===== src/rtl/core/bfa_pkg.sv =====
package bfa_pkg;

  localparam int PHASE_BITS  = 16;
  localparam int WEIGHT_BITS = 16;
  localparam int SUM_W       = 48;
  localparam int WSUM_W      = 32;
  localparam int TERM_W      = 33;
  localparam int QUEUE_DEPTH = 4;
  localparam int QPTR_W      = $clog2(QUEUE_DEPTH);

  // sine polynomial coefficients, q2.30
  localparam logic [31:0] POLY_A = 32'd1686629713;
  localparam logic [31:0] POLY_B = 32'd693598668;
  localparam logic [31:0] POLY_C = 32'd85569306;
  localparam logic [31:0] POLY_D = 32'd5026995;
  localparam logic [31:0] POLY_E = 32'd172273;

  localparam logic [16:0] ONE_Q16 = 17'd65536;

  typedef struct packed {
    logic [15:0] phase;
    logic [15:0] weight;
    logic        last;
  } in_item_t;

  typedef struct packed {
    logic [16:0] bunching;
    logic        zero_weight;
  } out_item_t;

  typedef struct packed {
    logic signed [TERM_W-1:0] cos_term;
    logic signed [TERM_W-1:0] sin_term;
    logic [WEIGHT_BITS-1:0]   weight;
    logic                     last;
  } q_item_t;

  typedef enum logic [2:0] {
    BK_ACC,
    BK_LOAD,
    BK_MUL,
    BK_SQRT,
    BK_DIV,
    BK_DONE
  } bk_state_t;

endpackage


===== src/rtl/core/bfa_back.sv =====
module bfa_back (
  input  logic               clk,
  input  logic               rst,
  input  logic               q_valid,
  output logic               q_ready,
  input  bfa_pkg::q_item_t   q_data,
  output logic               out_valid,
  input  logic               out_ready,
  output bfa_pkg::out_item_t out_data
);
  import bfa_pkg::*;

  bk_state_t state;
  bk_state_t state_next;

  logic [SUM_W-1:0]  cos_sum;
  logic [SUM_W-1:0]  sin_sum;
  logic [WSUM_W-1:0] weight_sum;
  logic [SUM_W-1:0]  cm;
  logic [SUM_W-1:0]  sm;
  logic [95:0]       macc;
  logic [97:0]       xs;
  logic [50:0]       rem;
  logic [48:0]       root;
  logic [48:0]       drem;
  logic [48:0]       dv;
  logic [17:0]       quo;
  logic [5:0]        cnt;
  logic              r_zw;

  logic [SUM_W-1:0] opnd;
  logic [23:0]      ma;
  logic [23:0]      mb;
  logic [47:0]      pp;
  logic [95:0]      pp_sh;
  logic [50:0]      rem_sh;
  logic [50:0]      trial;
  logic             pop;

  assign q_ready = (state == BK_ACC);
  assign pop     = q_valid && q_ready;

  // one 24x24 partial product a cycle for cm^2 + sm^2
  always_comb begin
    opnd = cnt[2] ? sm : cm;
    ma   = cnt[1] ? opnd[47:24] : opnd[23:0];
    mb   = cnt[0] ? opnd[47:24] : opnd[23:0];
    pp   = ma * mb;
    case ({1'b0, cnt[1]} + {1'b0, cnt[0]})
      2'd0:    pp_sh = {48'b0, pp};
      2'd1:    pp_sh = {24'b0, pp, 24'b0};
      default: pp_sh = {pp, 48'b0};
    endcase
  end

  assign rem_sh = {rem[48:0], xs[97:96]};
  assign trial  = {root[48:0], 2'b01};

  always_comb begin
    state_next = state;
    case (state)
      BK_ACC:  if (pop && q_data.last) state_next = BK_LOAD;
      BK_LOAD: state_next = (weight_sum == '0) ? BK_DONE : BK_MUL;
      BK_MUL:  if (cnt[2:0] == 3'd7) state_next = BK_SQRT;
      BK_SQRT: if (cnt == '0) state_next = BK_DIV;
      BK_DIV:  if (cnt == '0) state_next = BK_DONE;
      BK_DONE: if (!out_valid || out_ready) state_next = BK_ACC;
      default: state_next = BK_ACC;
    endcase
  end

  always_ff @(posedge clk) begin
    if (rst) begin
      state      <= BK_ACC;
      cos_sum    <= '0;
      sin_sum    <= '0;
      weight_sum <= '0;
      out_valid  <= 1'b0;
    end else begin
      state <= state_next;
      if (out_valid && out_ready) out_valid <= 1'b0;
      if (pop) begin
        cos_sum    <= cos_sum + {{(SUM_W-TERM_W){q_data.cos_term[TERM_W-1]}}, q_data.cos_term};
        sin_sum    <= sin_sum + {{(SUM_W-TERM_W){q_data.sin_term[TERM_W-1]}}, q_data.sin_term};
        weight_sum <= weight_sum + WSUM_W'(q_data.weight);
      end
      if (state == BK_LOAD) begin
        cos_sum    <= '0;
        sin_sum    <= '0;
        weight_sum <= '0;
      end
      if (state == BK_DONE && (!out_valid || out_ready)) begin
        out_valid <= 1'b1;
      end
    end
  end

  always_ff @(posedge clk) begin
    case (state)
      BK_LOAD: begin
        cm    <= cos_sum[SUM_W-1] ? (SUM_W'(0) - cos_sum) : cos_sum;
        sm    <= sin_sum[SUM_W-1] ? (SUM_W'(0) - sin_sum) : sin_sum;
        dv    <= {weight_sum, 17'b0};
        macc  <= '0;
        cnt   <= '0;
        r_zw  <= (weight_sum == '0);
      end
      BK_MUL: begin
        macc <= macc + pp_sh;
        cnt  <= cnt + 1'b1;
        if (cnt[2:0] == 3'd7) begin
          xs   <= {macc + pp_sh, 2'b00};
          rem  <= '0;
          root <= '0;
          cnt  <= 6'd48;
        end
      end
      BK_SQRT: begin
        xs <= {xs[95:0], 2'b00};
        if (rem_sh >= trial) begin
          rem  <= rem_sh - trial;
          root <= {root[47:0], 1'b1};
        end else begin
          rem  <= rem_sh;
          root <= {root[47:0], 1'b0};
        end
        cnt <= cnt - 1'b1;
        if (cnt == '0) begin
          quo <= '0;
          cnt <= 6'd17;
          if (rem_sh >= trial) begin
            drem <= {root[47:0], 1'b1};
          end else begin
            drem <= {root[47:0], 1'b0};
          end
        end
      end
      BK_DIV: begin
        if (drem >= dv) begin
          drem <= drem - dv;
          quo  <= {quo[16:0], 1'b1};
        end else begin
          quo  <= {quo[16:0], 1'b0};
        end
        dv  <= dv >> 1;
        cnt <= cnt - 1'b1;
      end
      default: ;
    endcase
  end

  // result register, loaded as the sequencer leaves its final state
  always_ff @(posedge clk) begin
    if (state == BK_DONE && (!out_valid || out_ready)) begin
      out_data.zero_weight <= r_zw;
      out_data.bunching    <= r_zw ? 17'd0 : ((quo > 18'(ONE_Q16)) ? ONE_Q16 : quo[16:0]);
    end
  end

endmodule


===== config.mk =====
export PLATFORM = sky130hd
export DESIGN_NAME = bfa_back
export DESIGN_NICKNAME = d
export VERILOG_FILES = /design/src/rtl/core/bfa_pkg.sv /design/src/rtl/core/bfa_back.sv
export SDC_FILE = /design/constraint.sdc
export NUM_CORES = 2
export LEC_CHECK = 0
export ABC_CLOCK_PERIOD_IN_PS = 25200
export BUFFER_PORTS_ARGS = -buffer_cell sky130_fd_sc_hd__buf_2
export CORE_MARGIN = 4
export CORE_UTILIZATION = 40
export CTS_BUF_LIST = sky130_fd_sc_hd__clkbuf_8
export DETAILED_ROUTE_END_ITERATION = 7
export GPL_TIMING_DRIVEN = 0
export SLEW_MARGIN = 5
export SYNTH_ARGS = -nofsm -noshare
export SYNTH_HDL_FRONTEND = slang
export SYNTH_SLANG_ARGS = --single-unit

===== constraint.sdc =====
create_clock -name clk -period 25.2 [get_ports clk]
set_clock_uncertainty 0.05 [all_clocks]
set_input_delay 2.52 -clock clk [delete_from_list [all_inputs] [get_ports clk]]
set_output_delay 2.52 -clock clk [all_outputs]
set_load 0.005 [all_outputs]

======== Word-level counts from Yosys, hierarchy flattened ========
Cells that the tools add are included.
cells by class
  $add $sub $neg .......................... 11
  $mul .................................... 1
  magnitude comparators ................... 3
  equal/unequal tests ..................... 13
  multiplexer cells ....................... 35
  reduce and logical (&&, ||, !) cells .... 22
operator list
  kind                                                             count
  one-hot mux 49 bit (2 select lines)                              4
  one-hot mux 96 bit (2 select lines)                              2
  two-way mux 49 bit                                               5
  one-hot mux 98 bit (2 select lines)                              1
  two-way mux 98 bit                                               1
  subtractor 49 bit                                                2
  adder 48 bit                                                     2
  adder 96 bit                                                     1
  subtractor 1 x 48 -> 48 bit, first input constant                2
  two-way mux 47 bit                                               2
  greater-or-equal comparator 51 bit                               1
  greater-or-equal comparator 49 bit                               1
  multiplier 24 x 24 -> 48 bit                                     1
  two-way mux 24 bit                                               2
  two-way mux 48 bit                                               1
  one-hot mux 18 bit (2 select lines)                              1
  adder 32 x 16 -> 32 bit                                          1
  logical NOT 32 bit                                               1
  one-hot mux 6 bit (4 select lines)                               1
  greater-than comparator 18 x 17 -> 1 bit, second input constant  1
  two-way mux 18 bit                                               1
  two-way mux 3 bit                                                6
  one-hot mux 3 bit (6 select lines)                               1
  two-way mux 17 bit                                               1
  23 further kinds                                                 43
storage, ports and cells
  flip-flop bits (word level) ............. 661
  bits of input ports ..................... 87
  output and inout port bits .............. 20
  word-level logic and storage cells ...... 106

======== Depth between registers and ports, before layout ========
  depth in word-level cells ............... 7
  mapped depth ............................ 47
  gate-level depth less buffers ........... 42

======== Worst setup path after synthesis ========
OpenSTA, ideal clock, no wires.
  path type ............................... register to register
  start ................................... register cnt[2]
  end ..................................... register xs[83] (data pin)
  library setup time ...................... 0.268 ns
  arrival time ............................ 11.047 ns
  required time ........................... 24.882 ns
  slack ................................... 13.834 ns
  stages on the path, launching flop included .. 44
  buffers on the path ..................... 6
  period minus slack after synthesis ...... 11.366 ns
  path through ............................ edfxtp_1 -> clkbuf_1 -> buf_1 -> clkbuf_1 -> mux2i_1 -> nand2_1 -> o21ai_1 -> clkbuf_1 -> nor2_1 -> fa_1 -> fa_1 -> inv_1 -> fa_1 -> fa_1 -> inv_1 -> fa_1 -> fa_1 -> inv_1 -> [... 8 more ...] -> or3_1 -> a221oi_1 -> o31ai_1 -> xor2_1 -> nand2_1 -> o21ai_0 -> ha_1 -> clkbuf_1 -> nand4_1 -> or2_2 -> or4_1 -> inv_1 -> o21ai_0 -> a2111oi_0 -> o21ai_0 -> a211oi_1 -> o21a_1 -> o31ai_1
between the ends
  longest elaborated chain between the ends .. 7
  elaborated cells on any way between the ends .. 8
  classes of those cells .................. add/sub: 1; mul: 1; mux: 6
RTL lines
  item                                     line                            RTL
  start: declaration                       bfa_back.sv:28                  logic [5:0] cnt;
  start signal: assignment                 bfa_back.sv:110                 cnt <= cnt + 1'b1;
  start signal: assignment                 bfa_back.sv:127                 cnt <= cnt - 1'b1;
  start signal: assignment                 bfa_back.sv:146                 cnt <= cnt - 1'b1;
  two-way mux 48 bit (*)                   bfa_back.sv:45                  opnd = cnt[2] ? sm : cm;
  two-way mux 24 bit (on tied branches)    bfa_back.sv:46, bfa_back.sv:47
  multiplier 24 x 24 -> 48 bit (*)         bfa_back.sv:48                  pp = ma * mb;
  one-hot mux 96 bit (2 select lines) (*)  bfa_back.sv:49                  case ({1'b0, cnt[1]} + {1'b0, cnt[0]})
  adder 96 bit (*)                         bfa_back.sv:112                 xs <= {macc + pp_sh, 2'b00};
  two-way mux 98 bit (*)                   bfa_back.sv:111                 if (cnt[2:0] == 3'd7) begin
  one-hot mux 98 bit (2 select lines) (*)  bfa_back.sv:99                  case (state)
  end signal: assignment                   bfa_back.sv:112
  end signal: assignment                   bfa_back.sv:119                 xs <= {xs[95:0], 2'b00};
  end: declaration                         bfa_back.sv:22                  logic [97:0] xs;
Mark *: on every way between the ends. The rest lies on a longest branch, timed or not. The select of a mux whose other input is x is not followed.
A chain may end at the register's enable or synchronous reset.

======== Final worst setup path ========
  start ................................... register cnt[2]
  end ..................................... register xs[91] (data pin)
The elaborated chain is that of the path after synthesis.

==> results.py <==
metrics = {
    "status": {
        "violations": "capacitance limit, slew limit",
        "outcome": "finished, violations left",
    },
    "critical_path": {
        "cp.required_ns": 25.67,
        "arrival_ns": 16.69,
        "critPathSlowestCell": "a2111oi_0",
        "r2r_slack_ns": 8.98,
        "rr_startpoint": "cnt[2]",
        "worstSetupPathType": "reg2reg",
        "cp-start-kind": "register",
        "r2r_end": "xs[91]",
        "worst-path-max-fanout": 10,
        "r2r_cells": 43,
        "slowest_delay_ns": 1.12,
        "cpMostUsedCell": "fa_1",
        "end_kind": "register",
    },
    "floorplanning": {
        "dieArea_sq_um": 168000,
        "core_sq_um": 160600,
        "io-pin-count": 107,
        "die_w_um": 409.8,
        "initial_utilization": 0.4022,
        "num_rows": 147,
        "die_h_um": 409.8,
    },
    "layout": {
        "fillers": 15830,
        "fin_util": 0.4414,
        "final_nets": 8692,
        "multi_input_area_sq_um": 41880,
        "final_area_sq_um": 70880,
        "seq_area_sq_um": 18470,
        "syn_to_final_growth_pct": 9.745,
        "layout-drive-gt1-share": 0.05133,
    },
    "detailed_routing": {
        "drc_errors": 0,
        "vias": 55540,
        "drtPass1Iterations": 6,
        "final_antenna_net_count": 0,
        "wire_per_inst_um": 21.66,
        "viasPerCell": 5.610,
        "drt-initial-drc-count": 5033,
        "wl_mm": 214.5,
    },
    "cts": {
        "cts_max_level": 3,
        "clockRootBuffer": "clkbuf_8",
        "cts_setup_buffers": 0,
        "clk_path_buf_depth": 3,
        "cts_tree": "done",
        "numCtsBuffers": 121,
        "clkSinkCount": 659,
        "cts_hold_buf": 0,
        "cts_resized": 0,
        "clkTransAtPathRegs_ns": 0.06,
        "clk_latency_ns": 0.90,
    },
    "timing": {
        "hold_violations": 0,
        "slew_viol_final": 1,
        "rsz0062_at_grt": "no",
        "finalSetupTns_ns": 0,
        "max_freq_mhz": 61.66,
        "tightest_slew_ns": 1.495,
        "setup_viol": 0,
        "final.period_utilization": 0.6436,
        "max_slew_margin": -0.003502,
        "finalCriticalPeriod_ns": 16.22,
    },
    "synth": {
        "yosysSeqAreaShare": 0.2860,
        "ys_async_sr_fraction": 0,
        "synth_edf_count": 527,
        "ys_warn_count": 0,
        "ys_types": 80,
        "syn_nets": 8446,
        "synth_area_per_cell_sq_um": 8.743,
        "syn_area_sq_um": 64580,
        "ys.flop_type": "edfxtp_1",
        "synth_seq_cells": 659,
        "syn_inst": 7387,
    },
    "global_routing": {
        "grt_antenna_before_repair": 7,
        "grt_pass1_vias": 54020,
        "grt_max_degree": 35,
        "gr-total-overflow": 0,
        "grt_usage": 0.2506,
        "grt_pass1_wl_mm": 326.0,
    },
    "hold_path": {
        "hp-start": "weight_sum[10]",
        "worstHoldPathCells": 2,
        "holdPathEnd": "weight_sum[10]",
        "min_path_type": "reg2reg",
    },
    "placed_design": {
        "io_buffers": 106,
        "postPlaceCellArea_sq_um": 68220,
        "gp_congestion": 1.027,
        "dp_hpwl_mm": 172.3,
    },
    "flow_run": {
        "drv_cap": 3,
    },
}
-- layer usage --
layer	global-route usage	vias up	wire length, um
li1	-	25780	-
met1	0.3494	27250	94520
met2	0.3897	2143	94220
met3	0.04939	368	17860
met4	0.08486	0	7860
met5	0	-	0
-- synth_stat cells (all sizes together) (91+ instances only) --
cell,n,share of area
nand2,964,0.056
inv,785,0.046
nor2,759,0.044
edfxtp,527,0.25
a21oi,506,0.039
fa,487,0.15
ha,485,0.094
o21ai,484,0.038
clkbuf,344,0.020
xnor2,284,0.039
a21o,194,0.023
dfxtp,132,0.041
xor2,124,0.017
nand4,92,0.0089
o21a,91,0.011
-- cells by family after synthesis --
| kind of cell | Yosys count | share of synthesized area |
|---|---|---|
| buffers and inverters | 1149 | 0.06678 |
| AO/OA/AOI/OAI | 1709 | 0.1628 |
| AND/OR/NAND/NOR | 2354 | 0.1608 |
| adder cells (fa/ha/maj) | 972 | 0.2449 |
| flip-flops | 659 | 0.2860 |
| XOR/XNOR | 408 | 0.05533 |
| multiplexers | 136 | 0.02344 |
-- cell type report --
type | instances | share of cell area
antenna | 5 | 0.0001765
buffer | 363 | 0.01924
clock buffer | 131 | 0.02544
clock inverter | 93 | 0.01167
inverter | 786 | 0.04163
multi-input combinational | 5579 | 0.5908
sequential | 659 | 0.2606
tap | 2160 | 0.03813
timing repair buffer | 123 | 0.01232
-- cell usage in the layout (no fill, tap or decap), types with 49 or more instances in the layout --
cell,instances
nand2_1,964
inv_1,811
nor2_1,756
edfxtp_1,527
a21oi_1,506
fa_1,487
ha_1,485
o21ai_0,455
clkbuf_1,343
xnor2_1,284
a21o_1,193
dfxtp_1,132
clkbuf_8,131
xor2_1,124
buf_2,107
nand4_1,92
o21a_1,91
mux2i_1,86
nand3_1,80
nor3_1,75
and2_1,74
o21bai_1,65
o31ai_1,63
and3_1,58
nor2b_1,49
a211oi_1,49
-- stage by stage --
step / setup slack (ns) / hold WS, ns / instances
global route: 8.338 / 0.4836 / 9898
CTS: 9.390 / 0.4485 / 9894
finish: 8.981 / 0.4550 / 9899
floorplan: 13.83 / 0.4024 / 7387
global placement: 9.425 / 0.4287 / 9653
detailed placement: 9.443 / 0.4386 / 9670
-- registers in the layout, indices dropped and copies added (netlist names), 32 cells and up --
name        cells
drem           49
cm             48
xs             96
weight_sum     32
root           49
cos_sum        48
rem            49
macc           96
sm             48
dv             49
sin_sum        48
-- critical path: cells and delay by family (launching register included) --
kind / cells / cell delay, ns
flops: 1 / 0.35
simple gates: 6 / 1.57
fa+ha+maj: 9 / 4.23
mux: 2 / 0.63
compound gates: 16 / 5.46
buf+inv: 10 / 3.54
-- worst max path at each step --
stage	cells after the start	to	slack [ns]	startpoint
finish	43	xs[91]	8.98	cnt[2]
global route	43	xs[91]	8.34	cnt[2]
CTS	43	xs[91]	9.39	cnt[2]
detailed placement	43	xs[91]	9.44	cnt[2]
global placement	43	xs[95]	9.42	cnt[2]
floorplan	43	xs[83]	13.83	cnt[2]
Power is not shown: default switching activity piles up to over one toggle a cycle in this logic, so the estimate is an artifact.
