`config.mk`:
```
export PLATFORM = sky130hd
export DESIGN_NAME = bfa_queue
export DESIGN_NICKNAME = d
export VERILOG_FILES = /design/src/rtl/core/bfa_pkg.sv /design/src/rtl/core/bfa_queue.sv
export SDC_FILE = /design/constraint.sdc
export NUM_CORES = 1
export LEC_CHECK = 0
export ABC_AREA = 1
export BUFFER_PORTS_ARGS = -buffer_cell sky130_fd_sc_hd__buf_2
export CORE_ASPECT_RATIO = 0.5
export CORE_UTILIZATION = 61
export DETAILED_ROUTE_END_ITERATION = 8
export PLACE_DENSITY = 0.84
export SYNTH_ARGS = -nofsm -noshare
export SYNTH_HDL_FRONTEND = slang
export SYNTH_SLANG_ARGS = --single-unit
export TNS_END_PERCENT = 1
```
`constraint.sdc`:
```
create_clock -name clk -period 7.1 [get_ports clk]
set_input_delay 0.71 -clock clk [delete_from_list [all_inputs] [get_ports clk]]
set_output_delay 0.71 -clock clk [all_outputs]
set_load 0.05 [all_outputs]
```
`src/rtl/core/bfa_pkg.sv`:
```
package bfa_pkg;

  localparam int PHASE_BITS  = 16;
  localparam int WEIGHT_BITS = 16;
  localparam int SUM_W       = 48;
  localparam int WSUM_W      = 32;
  localparam int TERM_W      = 33;
  localparam int QUEUE_DEPTH = 4;
  localparam int QPTR_W      = $clog2(QUEUE_DEPTH);

  // sine polynomial coefficients, q2.30
  localparam logic [31:0] POLY_A = 32'd1686629713;
  localparam logic [31:0] POLY_B = 32'd693598668;
  localparam logic [31:0] POLY_C = 32'd85569306;
  localparam logic [31:0] POLY_D = 32'd5026995;
  localparam logic [31:0] POLY_E = 32'd172273;

  localparam logic [16:0] ONE_Q16 = 17'd65536;

  typedef struct packed {
    logic [15:0] phase;
    logic [15:0] weight;
    logic        last;
  } in_item_t;

  typedef struct packed {
    logic [16:0] bunching;
    logic        zero_weight;
  } out_item_t;

  typedef struct packed {
    logic signed [TERM_W-1:0] cos_term;
    logic signed [TERM_W-1:0] sin_term;
    logic [WEIGHT_BITS-1:0]   weight;
    logic                     last;
  } q_item_t;

  typedef enum logic [2:0] {
    BK_ACC,
    BK_LOAD,
    BK_MUL,
    BK_SQRT,
    BK_DIV,
    BK_DONE
  } bk_state_t;

endpackage

```
`src/rtl/core/bfa_queue.sv`:
```
module bfa_queue (
  input  logic             clk,
  input  logic             rst,
  input  logic             wr_valid,
  output logic             wr_ready,
  input  bfa_pkg::q_item_t wr_data,
  output logic             rd_valid,
  input  logic             rd_ready,
  output bfa_pkg::q_item_t rd_data
);
  import bfa_pkg::*;

  q_item_t         mem [0:QUEUE_DEPTH-1];
  logic [QPTR_W-1:0] wr_ptr;
  logic [QPTR_W-1:0] rd_ptr;
  logic [QPTR_W:0]   count;
  logic              push;
  logic              pop;

  assign wr_ready = (count != (QPTR_W+1)'(QUEUE_DEPTH));
  assign rd_valid = (count != '0);
  assign rd_data  = mem[rd_ptr];
  assign push     = wr_valid && wr_ready;
  assign pop      = rd_valid && rd_ready;

  always_ff @(posedge clk) begin
    if (rst) begin
      wr_ptr <= '0;
      rd_ptr <= '0;
      count  <= '0;
    end else begin
      if (push) wr_ptr <= wr_ptr + 1'b1;
      if (pop)  rd_ptr <= rd_ptr + 1'b1;
      if (push && !pop) begin
        count <= count + 1'b1;
      end else if (pop && !push) begin
        count <= count - 1'b1;
      end
    end
  end

  always_ff @(posedge clk) begin
    if (push) mem[wr_ptr] <= wr_data;
  end

endmodule

```
## Word level (Yosys, flattened, before mapping)

Memories as Yosys holds them, arrays and structs flattened. A register that Yosys moved wholly into a read port is not among the register bits.
Cells that the tools add are included.

- $add $sub $neg: 4
- Eq/ne operators: 1
- Multiplexer cells: 6
- Reduce and logical (&&, ||, !) cells: 8

Operators by type and width:

| cell | count |
|---|---|
| 3-bit 2-to-1 mux | 2 |
| 2-bit by 1-bit adder with 2-bit output (second input constant) | 2 |
| 1-bit logical AND | 4 |
| 2-bit 2-to-1 mux | 2 |
| 3-bit by 1-bit adder with 3-bit output (second input constant) | 1 |
| 3-bit != test (second input constant) | 1 |
| 3-bit nonzero test | 1 |
| 3-bit by 1-bit subtractor with 3-bit output (second input constant) | 1 |
| 1-bit logical NOT | 2 |
| 1-bit 2-to-1 mux | 2 |
| 2-bit nonzero test | 1 |

- Register bits after elaboration: 7
- Memory bits (writable): 332
- Output and inout port bits: 85
- Logic and storage cells: 23
- Memories: 1

Memory list:

| memory | words | width | read ports | clocked after Yosys merged registers in | write ports | RTL line | source |
|---|---|---|---|---|---|---|---|
| mem | 4 | 83 | 1 | 1 | 1 | bfa_queue.sv:13 | `q_item_t mem [0:QUEUE_DEPTH-1];` |

## Depth between registers and ports, before layout

Gate-level depths: netlist of run 1.

- Depth in word-level cells: 6
- Mapped depth: 13
- Depth with buffers taken out: 13

## Worst setup path before layout of run 1

Ideal clock, no wire load.

- Path kind: register to register
- From: register count[0]
- To: memory mem[0][0] (netlist name) (enable)
- Library setup time: 0.525 ns
- Arrival time: 4.533 ns
- Required time: 6.575 ns
- Setup slack: 2.041 ns
- Cell stages (with the launch flop): 5
- Period minus slack after synthesis: 5.059 ns
- Path through: dfxtp_1 > nor2_1 > nand2_1 > nand2_1 > nor2_1

- Longest elaborated chain between the ends: 4

RTL lines:

| item | RTL line | source |
|---|---|---|
| start, declared | bfa_queue.sv:16 | `logic [QPTR_W:0] count;` |
| start signal, assigned | bfa_queue.sv:35 | `count <= count + 1'b1;` |
| start signal, assigned | bfa_queue.sv:37 | `count <= count - 1'b1;` |
| 3-bit != test | bfa_queue.sv:20 | `assign wr_ready = (count != (QPTR_W+1)'(QUEUE_DEPTH));` |
| named net wr_ready | bfa_queue.sv:5 | `output logic wr_ready,` |
| 1-bit logical AND | bfa_queue.sv:23 | `assign push = wr_valid && wr_ready;` |
| 1-bit 2-to-1 mux | bfa_queue.sv:43 | `if (push) mem[wr_ptr] <= wr_data;` |
| 1-bit 2-to-1 mux (implied by the code) | bfa_queue.sv:43 |  |
| end, declared | bfa_queue.sv:13 |  |

The timed path passes the listed nets, and every way through them passes these cells.

==> impl_results.html, run 1 <==
<table>
<tr><th>Metric</th><th>Value</th></tr>
<tr><th colspan="2">Timing</th></tr>
<tr><td>Remaining max-slew budget at the tightest pin</td><td>between 20% and 30%</td></tr>
<tr><td>Setup repair after global routing missed its margin</td><td>no</td></tr>
<tr><td>Fmax achieved</td><td>between 200 and 250 MHz</td></tr>
<tr><td>Final setup violation count</td><td>0</td></tr>
<tr><td>Skew final</td><td>~0.0067 ns</td></tr>
<tr><td>Slew at the pin closest to its max-slew limit</td><td>between 1 and 1.5 ns</td></tr>
<tr><td>Summed negative setup slack over all endpoints</td><td>0 ns</td></tr>
<tr><td>Final worst path period share</td><td>56.9%</td></tr>
<tr><td>Final number of hold-violating endpoints</td><td>0</td></tr>
<tr><td>Crit path time final</td><td>a little over 4 ns</td></tr>
<tr><td>Final Max Slew Viols</td><td>0</td></tr>
<tr><th colspan="2">Final layout</th></tr>
<tr><td>Area growth syn-to-layout</td><td>14.5%</td></tr>
<tr><td>Share of layout cells above drive strength 1</td><td>around 22%</td></tr>
<tr><td>Net count of the finished layout</td><td>1121</td></tr>
<tr><td>Total of fill cells in the finished design</td><td>between 1k and 1.5k</td></tr>
<tr><td>Cell area after layout</td><td>roughly 15000 µm²</td></tr>
<tr><th colspan="2">Die</th></tr>
<tr><td>Die area</td><td>21600 µm²</td></tr>
<tr><td>FP Rows</td><td>36</td></tr>
<tr><td>Die width</td><td>a little over 200 µm</td></tr>
<tr><td># IOs</td><td>172</td></tr>
<tr><td>Core Region</td><td>about 20000 µm²</td></tr>
<tr><td>Die extent in y</td><td>around 100 µm</td></tr>
<tr><td>Initial cell density of the core</td><td>63.9%</td></tr>
<tr><th colspan="2">Worst setup path</th></tr>
<tr><td>Data arrival time at the worst-slack endpoint</td><td>about 3.3 ns</td></tr>
<tr><td>Cells along the critical path</td><td>inv_4, buf_4, nor2_1, o22ai_1, buf_2</td></tr>
<tr><td>Cell type of the slowest stage on the worst timing path</td><td>sky130_fd_sc_hd__buf_4</td></tr>
<tr><td>Endpoint required time on the critical path</td><td>~6.4 ns</td></tr>
<tr><td>Kind of critical path</td><td>reg -&gt; out</td></tr>
<tr><td>Largest fanout on the critical path</td><td>a little over 90</td></tr>
<tr><td>Buf/Inv on CP</td><td>3</td></tr>
<tr><td>Category of the worst setup path capture point</td><td>output pin</td></tr>
<tr><td>Stage delay of the slowest cell on the critical path</td><td>a little under 0.8 ns</td></tr>
<tr><td>Gate family responsible for the most delay along the worst path</td><td>buffers and inverters</td></tr>
<tr><td>Worst Setup Start Kind</td><td>flip-flop</td></tr>
<tr><th colspan="2">Pwr</th></tr>
<tr><td>Cell area power density</td><td>between 400 and 500 nW/µm²</td></tr>
<tr><td>Lkg Pwr</td><td>between 5 and 6 nW</td></tr>
<tr><td>PnR Total Power</td><td>roughly 6.0 mW</td></tr>
<tr><td>Peak supply drop</td><td>approximately 0.23 mV</td></tr>
<tr><th colspan="2">CTS</th></tr>
<tr><td>Latest clock arrival within the worst-skew pair</td><td>approximately 0.53 ns</td></tr>
<tr><td>Total of cells resized after clock tree synthesis</td><td>0</td></tr>
<tr><td>Total CTS buffers</td><td>28</td></tr>
<tr><td>Setup bufs post-CTS</td><td>0</td></tr>
<tr><td>Master cell of the clock root buffer</td><td>sky130_fd_sc_hd__clkbuf_16</td></tr>
<tr><td>H-tree depth</td><td>1</td></tr>
<tr><td>Clock-pin slew reported for the worst setup and hold paths after clock tree synthesis</td><td>0.07 ns</td></tr>
<tr><td>Clock tree from TritonCTS</td><td>yes</td></tr>
<tr><td>Clk buf depth</td><td>3</td></tr>
<tr><td>Hold Buf Count CTS</td><td>0</td></tr>
<tr><td>CTS Sinks</td><td>about 340</td></tr>
<tr><th colspan="2">Status</th></tr>
<tr><td>Outcome</td><td>finished, violations left</td></tr>
<tr><td>Failing checks</td><td>design-rule violations</td></tr>
<tr><th colspan="2">Routing</th></tr>
<tr><td>Starting DRT DRC Count</td><td>slightly below 700</td></tr>
<tr><td>Number of vias in the routed layout</td><td>7704</td></tr>
<tr><td>Sum of routed wire segments on met1</td><td>approximately 11000 µm</td></tr>
<tr><td>Routed len/inst</td><td>approximately 19 µm</td></tr>
<tr><td>DRC violations left</td><td>10</td></tr>
<tr><td>Met2 wire length</td><td>roughly 13000 µm</td></tr>
<tr><td>Top metal layer carrying routed signals</td><td>met4</td></tr>
<tr><td>Via density per instance</td><td>approximately 5.8</td></tr>
<tr><td>Total Routed Length</td><td>25600 µm</td></tr>
<tr><td>Detailed-routed wire length on met3</td><td>about 1500 µm</td></tr>
<tr><td>Count of TritonRoute iterations in the first routing pass</td><td>7</td></tr>
<tr><td>DRT antenna net count</td><td>0</td></tr>
<tr><th colspan="2">Placed design</th></tr>
<tr><td>Total of buffers placed on input and output ports</td><td>between 150 and 200</td></tr>
<tr><td>Placed cell area</td><td>around 14000 µm²</td></tr>
<tr><td>GP Congestion</td><td>roughly 0.75</td></tr>
<tr><td>HPWL reported at the end of detailed placement</td><td>roughly 14000 µm</td></tr>
<tr><th colspan="2">Yosys</th></tr>
<tr><td>Cell taking the most area after synthesis</td><td>sky130_fd_sc_hd__edfxtp_1</td></tr>
<tr><td>Synthesized instance count</td><td>between 800 and 900</td></tr>
<tr><td>Number of flops mapped to enable cells by yosys</td><td>about 330</td></tr>
<tr><td>Mapped cell area</td><td>12800 µm²</td></tr>
<tr><td>Fraction of registers with async set or reset after synthesis</td><td>0%</td></tr>
<tr><td>Number of different library cells in the post-synthesis netlist</td><td>20</td></tr>
<tr><td>Synth top cells by count</td><td>332 x sky130_fd_sc_hd__edfxtp_1, 180 x sky130_fd_sc_hd__nor2_1, 107 x sky130_fd_sc_hd__o21ai_0</td></tr>
<tr><td>Sequential element share of the synthesized area</td><td>approximately four fifths</td></tr>
<tr><td>Area share of the largest cell type after synthesis</td><td>78.0%</td></tr>
<tr><td>Syn. warnings</td><td>0</td></tr>
<tr><td>Net count after synthesis</td><td>approximately 960</td></tr>
<tr><td>Count of state elements after synthesis</td><td>~340</td></tr>
<tr><td>Synth top area cells</td><td>sky130_fd_sc_hd__edfxtp_1 78%, sky130_fd_sc_hd__nor2_1 5.3%, sky130_fd_sc_hd__o21ai_0 4.2%, sky130_fd_sc_hd__o22ai_1 4.1%, sky130_fd_sc_hd__o21ai_1 2.3%</td></tr>
<tr><td>Avg Cell Area, Syn</td><td>approximately 15 µm²</td></tr>
<tr><td>Most frequently used cell type in the post-synthesis netlist</td><td>sky130_fd_sc_hd__edfxtp_1</td></tr>
<tr><td>Ys flop type</td><td>sky130_fd_sc_hd__edfxtp_1</td></tr>
<tr><th colspan="2">Min path</th></tr>
<tr><td>Hold/Removal Path Class</td><td>in -&gt; reg</td></tr>
<tr><th colspan="2">Global routing</th></tr>
<tr><td>Vias in the first global route</td><td>7715</td></tr>
<tr><td>Maximum number of pins on one net before global-route repair</td><td>roughly 110</td></tr>
<tr><td>First-pass GRT wire length</td><td>around 40000 µm</td></tr>
<tr><td>Overall track demand over capacity in global routing</td><td>approximately a quarter</td></tr>
<tr><td>Initial antenna violation count</td><td>5</td></tr>
<tr><td>Overflow after GRT</td><td>0</td></tr>
<tr><th colspan="2">Job</th></tr>
<tr><td>Number of max-cap violations</td><td>0</td></tr>
</table>
==> area by class of cell <==
type                    instances  area [µm²]  area share, %
multi-input cells             460        2250           15.4
inverters                      16        62.6          0.428
clock buffers                  34         774           5.29
well taps                     266         333           2.28
diodes                          5        12.5         0.0855
repair buffers                181         931           6.36
clock inverters                18         110          0.753
flip-flops and latches        341       10200           69.4
==> layout by cell type (no fill, tap or decap), drive strengths merged, types with 3 or more instances in the layout <==
cell      n
edfxtp  332
buf     181
nor2    180
o21ai   167
o22ai    83
clkbuf   34
inv      17
clkinv   16
nand2    15
dfxtp     9
diode     5
ha        5
nand3     4
a21oi     3
==> power breakdown <==
part | switching, mW | internal (mW)
logic | 1.55 | 0.398
clock network | 0.667 | 0.811
registers | 0.0826 | 2.45
==> path summary, 6_finish.rpt <==
path	start	end	depth (start not counted)	slack [ns]
max reg2reg	count[0]$_SDFFE_PP0P_	mem[3][48]$_DFFE_PP_	5	4.33
min reg2reg	rd_ptr[1]$_SDFFE_PP0P_	flip-flop	2	0.50
max	flip-flop	rd_data[18]	5	3.06
min	rst	rd_ptr[0]$_SDFFE_PP0P_	2	0.38
==> cells by family after synthesis <==
family / count (synthesis) / synth area share, %
compound gates: 253 / 10.7
xor+xnor: 1 / 0.0685
fa+ha+maj: 6 / 0.646
buf+inv: 70 / 3.21
flops: 341 / 79.4
simple gates: 200 / 5.94
==> routing by layer <==
layer	vias up	track usage, %
met1	3782	32.7
met5	-	0
met2	279	40.7
met3	51	3.63
met4	0	8.19
li1	3592	-
==> state kept, by name, summed over array words and instances, names as in the netlist, named ones only <==
signal,flops
count,3
mem,332
wr_ptr,2
rd_ptr,2
==> through the flow <==
stage / cells / hold slack [ns] / setup slack [ns] / util, %
6_report: 1321 / 0.384 / 3.06 / 73.1
5_1_grt: 1319 / 0.371 / 2.83 / 73.1
4_1_cts: 1316 / 0.371 / 3.08 / 73.1
3_5_place_dp: 1264 / 0.486 / 3.65 / 68.7
3_3_place_gp: 1264 / 0.478 / 3.72 / 68.7
2_1_floorplan: 871 / 0.459 / 2.04 / -
Power figures use the tool's default switching activity.
==> inputs of run 2 (changes only) <==
--- a/config.mk
+++ b/config.mk
@@ -8,9 +8,9 @@
 export ABC_AREA = 1
 export BUFFER_PORTS_ARGS = -buffer_cell sky130_fd_sc_hd__buf_2
 export CORE_ASPECT_RATIO = 0.5
-export CORE_UTILIZATION = 61
+export CORE_UTILIZATION = 57
 export DETAILED_ROUTE_END_ITERATION = 8
-export PLACE_DENSITY = 0.84
+export PLACE_DENSITY = 0.79
 export SYNTH_ARGS = -nofsm -noshare
 export SYNTH_HDL_FRONTEND = slang
 export SYNTH_SLANG_ARGS = --single-unit
==> constraint.sdc (replaced) <==
create_clock -name clk -period 3.8 [get_ports clk]
set_input_delay 0.38 -clock clk [delete_from_list [all_inputs] [get_ports clk]]
set_output_delay 0.38 -clock clk [all_outputs]
set_load 0.05 [all_outputs]
==> impl_results.html, run 2 (same netlist as run 1, synthesis figures left out) <==
<table>
<tr><th>Metric</th><th>Value</th></tr>
<tr><th colspan="2">Worst setup path</th></tr>
<tr><td>Worst reg2reg setup slack</td><td>1.61 ns (-2.72 ns)</td></tr>
<tr><td>Reg-to-Reg Start</td><td>count[0]$_SDFFE_PP0P_</td></tr>
<tr><td>Cell type of the slowest stage on the worst timing path</td><td>sky130_fd_sc_hd__inv_4</td></tr>
<tr><td>Worst Setup Start Kind</td><td>flip-flop</td></tr>
<tr><td>Crit Reg-Reg Endpoint</td><td>count[1]$_SDFFE_PP0P_</td></tr>
<tr><td>Data arrival time at the worst-slack endpoint</td><td>2.73 ns (-0.60 ns)</td></tr>
<tr><td>Gate family responsible for the most delay along the worst path</td><td>buffers and inverters</td></tr>
<tr><td>Buf/Inv on CP</td><td>3 (unchanged)</td></tr>
<tr><td>Endpoint required time on the critical path</td><td>3.42 ns (-2.97 ns)</td></tr>
<tr><td>Largest fanout on the critical path</td><td>80 (-12%)</td></tr>
<tr><td>Stage delay of the slowest cell on the critical path</td><td>0.53 ns (-0.25 ns)</td></tr>
<tr><td>Category of the worst setup path capture point</td><td>output pin</td></tr>
<tr><td>Cells along the critical path</td><td>inv_4, buf_12, o21ai_0, o22ai_1, buf_2</td></tr>
<tr><td>Kind of critical path</td><td>reg -&gt; out</td></tr>
<tr><td>Length in cells of the worst reg-to-reg path</td><td>9 (+4)</td></tr>
<tr><th colspan="2">CTS</th></tr>
<tr><td>Hold Buf Count CTS</td><td>0 (unchanged)</td></tr>
<tr><td>Latest clock arrival within the worst-skew pair</td><td>0.54 ns (about the same)</td></tr>
<tr><td>Clock tree from TritonCTS</td><td>yes</td></tr>
<tr><td>CTS Sinks</td><td>341 (unchanged)</td></tr>
<tr><td>Setup bufs post-CTS</td><td>0 (unchanged)</td></tr>
<tr><td>Clk buf depth</td><td>3 (unchanged)</td></tr>
<tr><td>Total CTS buffers</td><td>29 (+3.6%)</td></tr>
<tr><td>Clock-pin slew reported for the worst setup and hold paths after clock tree synthesis</td><td>0.07 ns (about the same)</td></tr>
<tr><td>Master cell of the clock root buffer</td><td>sky130_fd_sc_hd__clkbuf_16</td></tr>
<tr><td>Total of cells resized after clock tree synthesis</td><td>0 (unchanged)</td></tr>
<tr><td>H-tree depth</td><td>1 (unchanged)</td></tr>
<tr><th colspan="2">Timing</th></tr>
<tr><td>Crit path time final</td><td>roughly 3.1 ns</td></tr>
<tr><td>Crit path setup slack, layout</td><td>0.694 ns (-2.37 ns)</td></tr>
<tr><td>Setup repair after global routing missed its margin</td><td>no</td></tr>
<tr><td>Final Max Slew Viols</td><td>0 (unchanged)</td></tr>
<tr><td>Skew final</td><td>0.0101 ns (+0.00339 ns)</td></tr>
<tr><td>Slew at the pin closest to its max-slew limit</td><td>0.940 ns (-0.136 ns)</td></tr>
<tr><td>Summed negative setup slack over all endpoints</td><td>0 ns (unchanged)</td></tr>
<tr><td>Fmax achieved</td><td>around 320 MHz</td></tr>
<tr><td>Final setup violation count</td><td>0 (unchanged)</td></tr>
<tr><td>Final worst path period share</td><td>between 80% and 90%</td></tr>
<tr><td>Remaining max-slew budget at the tightest pin</td><td>37.3% (+9.1 points)</td></tr>
<tr><td>Final number of hold-violating endpoints</td><td>0 (unchanged)</td></tr>
<tr><td>Worst hold slack after final layout</td><td>0.0497 ns (-0.334 ns)</td></tr>
<tr><th colspan="2">Die</th></tr>
<tr><td>Die width</td><td>214 µm (+3.4%)</td></tr>
<tr><td>Initial cell density of the core</td><td>58.6% (-5.3 points)</td></tr>
<tr><td>FP Rows</td><td>38 (+5.6%)</td></tr>
<tr><td>Core Region</td><td>21800 µm² (+9.1%)</td></tr>
<tr><td>Die extent in y</td><td>108 µm (+3.4%)</td></tr>
<tr><td># IOs</td><td>172 (unchanged)</td></tr>
<tr><td>Die area</td><td>23100 µm² (+6.9%)</td></tr>
<tr><th colspan="2">Routing</th></tr>
<tr><td>Routed len/inst</td><td>19.4 µm (about the same)</td></tr>
<tr><td>Count of TritonRoute iterations in the first routing pass</td><td>5 (-2)</td></tr>
<tr><td>DRT antenna net count</td><td>0 (unchanged)</td></tr>
<tr><td>DRC violations left</td><td>0 (-10)</td></tr>
<tr><td>Number of vias in the routed layout</td><td>7782 (+1.0%)</td></tr>
<tr><td>Via density per instance</td><td>5.72 (-1.9%)</td></tr>
<tr><td>Total Routed Length</td><td>26400 µm (+3.0%)</td></tr>
<tr><td>Starting DRT DRC Count</td><td>685 (-0.44%)</td></tr>
<tr><th colspan="2">Min path</th></tr>
<tr><td>Hold_sp</td><td>wr_data[80]</td></tr>
<tr><td>WHS Endpoint</td><td>mem[2][80]$_DFFE_PP_</td></tr>
<tr><td>Hold/Removal Path Class</td><td>in -&gt; reg</td></tr>
<tr><td>Cell depth of the worst hold path</td><td>1 (-1)</td></tr>
<tr><th colspan="2">Pwr</th></tr>
<tr><td>Lkg Pwr</td><td>5.15 nW (+0.43%)</td></tr>
<tr><td>Cell area power density</td><td>759 nW/µm² (+86%)</td></tr>
<tr><td>Peak supply drop</td><td>0.329 mV (+41%)</td></tr>
<tr><td>PnR Total Power</td><td>11.2 mW (+88%)</td></tr>
<tr><th colspan="2">Placed design</th></tr>
<tr><td>Placed Cells</td><td>1301 (+2.9%)</td></tr>
<tr><td>GP Congestion</td><td>0.751 (-0.37%)</td></tr>
<tr><td>Total of buffers placed on input and output ports</td><td>171 (unchanged)</td></tr>
<tr><td>HPWL reported at the end of detailed placement</td><td>14200 µm (about the same)</td></tr>
<tr><td>Worst slack, placed</td><td>1.25 ns (-2.40 ns)</td></tr>
<tr><td>Placed cell area</td><td>13800 µm² (+0.75%)</td></tr>
<tr><th colspan="2">Final layout</th></tr>
<tr><td>Cell area after layout</td><td>14700 µm² (+0.61%)</td></tr>
<tr><td>Finished Core Util</td><td>67.4% (-5.7 points)</td></tr>
<tr><td>Leading cell type in the layout, fill and taps excluded</td><td>sky130_fd_sc_hd__edfxtp_1</td></tr>
<tr><td>Largest register FFs</td><td>332 (unchanged)</td></tr>
<tr><td>Post-layout instance count excluding filler cells</td><td>1360 (+3.0%)</td></tr>
<tr><td>Net count of the finished layout</td><td>1125 (+0.36%)</td></tr>
<tr><td>Share of layout cells above drive strength 1</td><td>21.9% (+0.086 points)</td></tr>
<tr><td>Register with the most flip-flops</td><td>mem</td></tr>
<tr><td>Area growth syn-to-layout</td><td>15.2%</td></tr>
<tr><td>Top flop regs</td><td>mem x332, count x3</td></tr>
<tr><td>Leading cell types in the layout, fill and taps excluded</td><td>332 x sky130_fd_sc_hd__edfxtp_1, 176 x sky130_fd_sc_hd__nor2_1, 171 x sky130_fd_sc_hd__buf_2</td></tr>
<tr><th colspan="2">Job</th></tr>
<tr><td>Number of max-cap violations</td><td>0 (unchanged)</td></tr>
<tr><th colspan="2">Global routing</th></tr>
<tr><td>Vias in the first global route</td><td>7467 (-3.2%)</td></tr>
<tr><td>Maximum number of pins on one net before global-route repair</td><td>113 (+1.8%)</td></tr>
<tr><td>Overall track demand over capacity in global routing</td><td>22.5% (-1.8 points)</td></tr>
<tr><td>Initial antenna violation count</td><td>5 (unchanged)</td></tr>
<tr><td>Overflow after GRT</td><td>0 (unchanged)</td></tr>
<tr><td>First-pass GRT wire length</td><td>39200 µm (-2.2%)</td></tr>
<tr><th colspan="2">Status</th></tr>
<tr><td>Outcome</td><td>finished, final reports clean</td></tr>
</table>
## run 2: changes by cell type in the layout (fill, tap and decap cells not counted), sizes merged
cell,change
clkbuf,+1
inv,+1
buf,+3
## run 2: area by class of cell
type,instances,area [µm²]
Tap cell,300,375
Multi-Input combinational cell,460,2250
Sequential cell,341,10200
Antenna cell,5,12.5
Clock buffer,35,748
Timing Repair Buffer,184,991
Inverter,16,62.6
Fill cell,1493,7110
Clock inverter,19,123
## run 2: worst max-delay path by stage
stage | startpoint | to | cells past startpoint
global placement | flip-flop | rd_data[78] | 5
floorplan | count[0]$_SDFFE_PP0P_ | mem[0][0]$_DFFE_PP_ | 4
CTS | flip-flop | rd_data[78] | 5
detailed placement | flip-flop | rd_data[78] | 5
global route | flip-flop | rd_data[78] | 5
finish | flip-flop | rd_data[63] | 5
## run 2: metal layers
layer | vias up | track usage (%) | share of wire (%)
li1 | 3616 | - | -
met1 | 3878 | 30.1 | 43
met2 | 239 | 37.8 | 50
met3 | 47 | 3.73 | 4.8
met4 | 2 | 7.40 | 2.4
met5 | - | 0 | 0.045
## run 2: where the power goes
part	internal, mW	switching (mW)
registers	4.57	0.150
clock network	1.48	1.29
logic	0.766	2.92
total	6.81	4.36
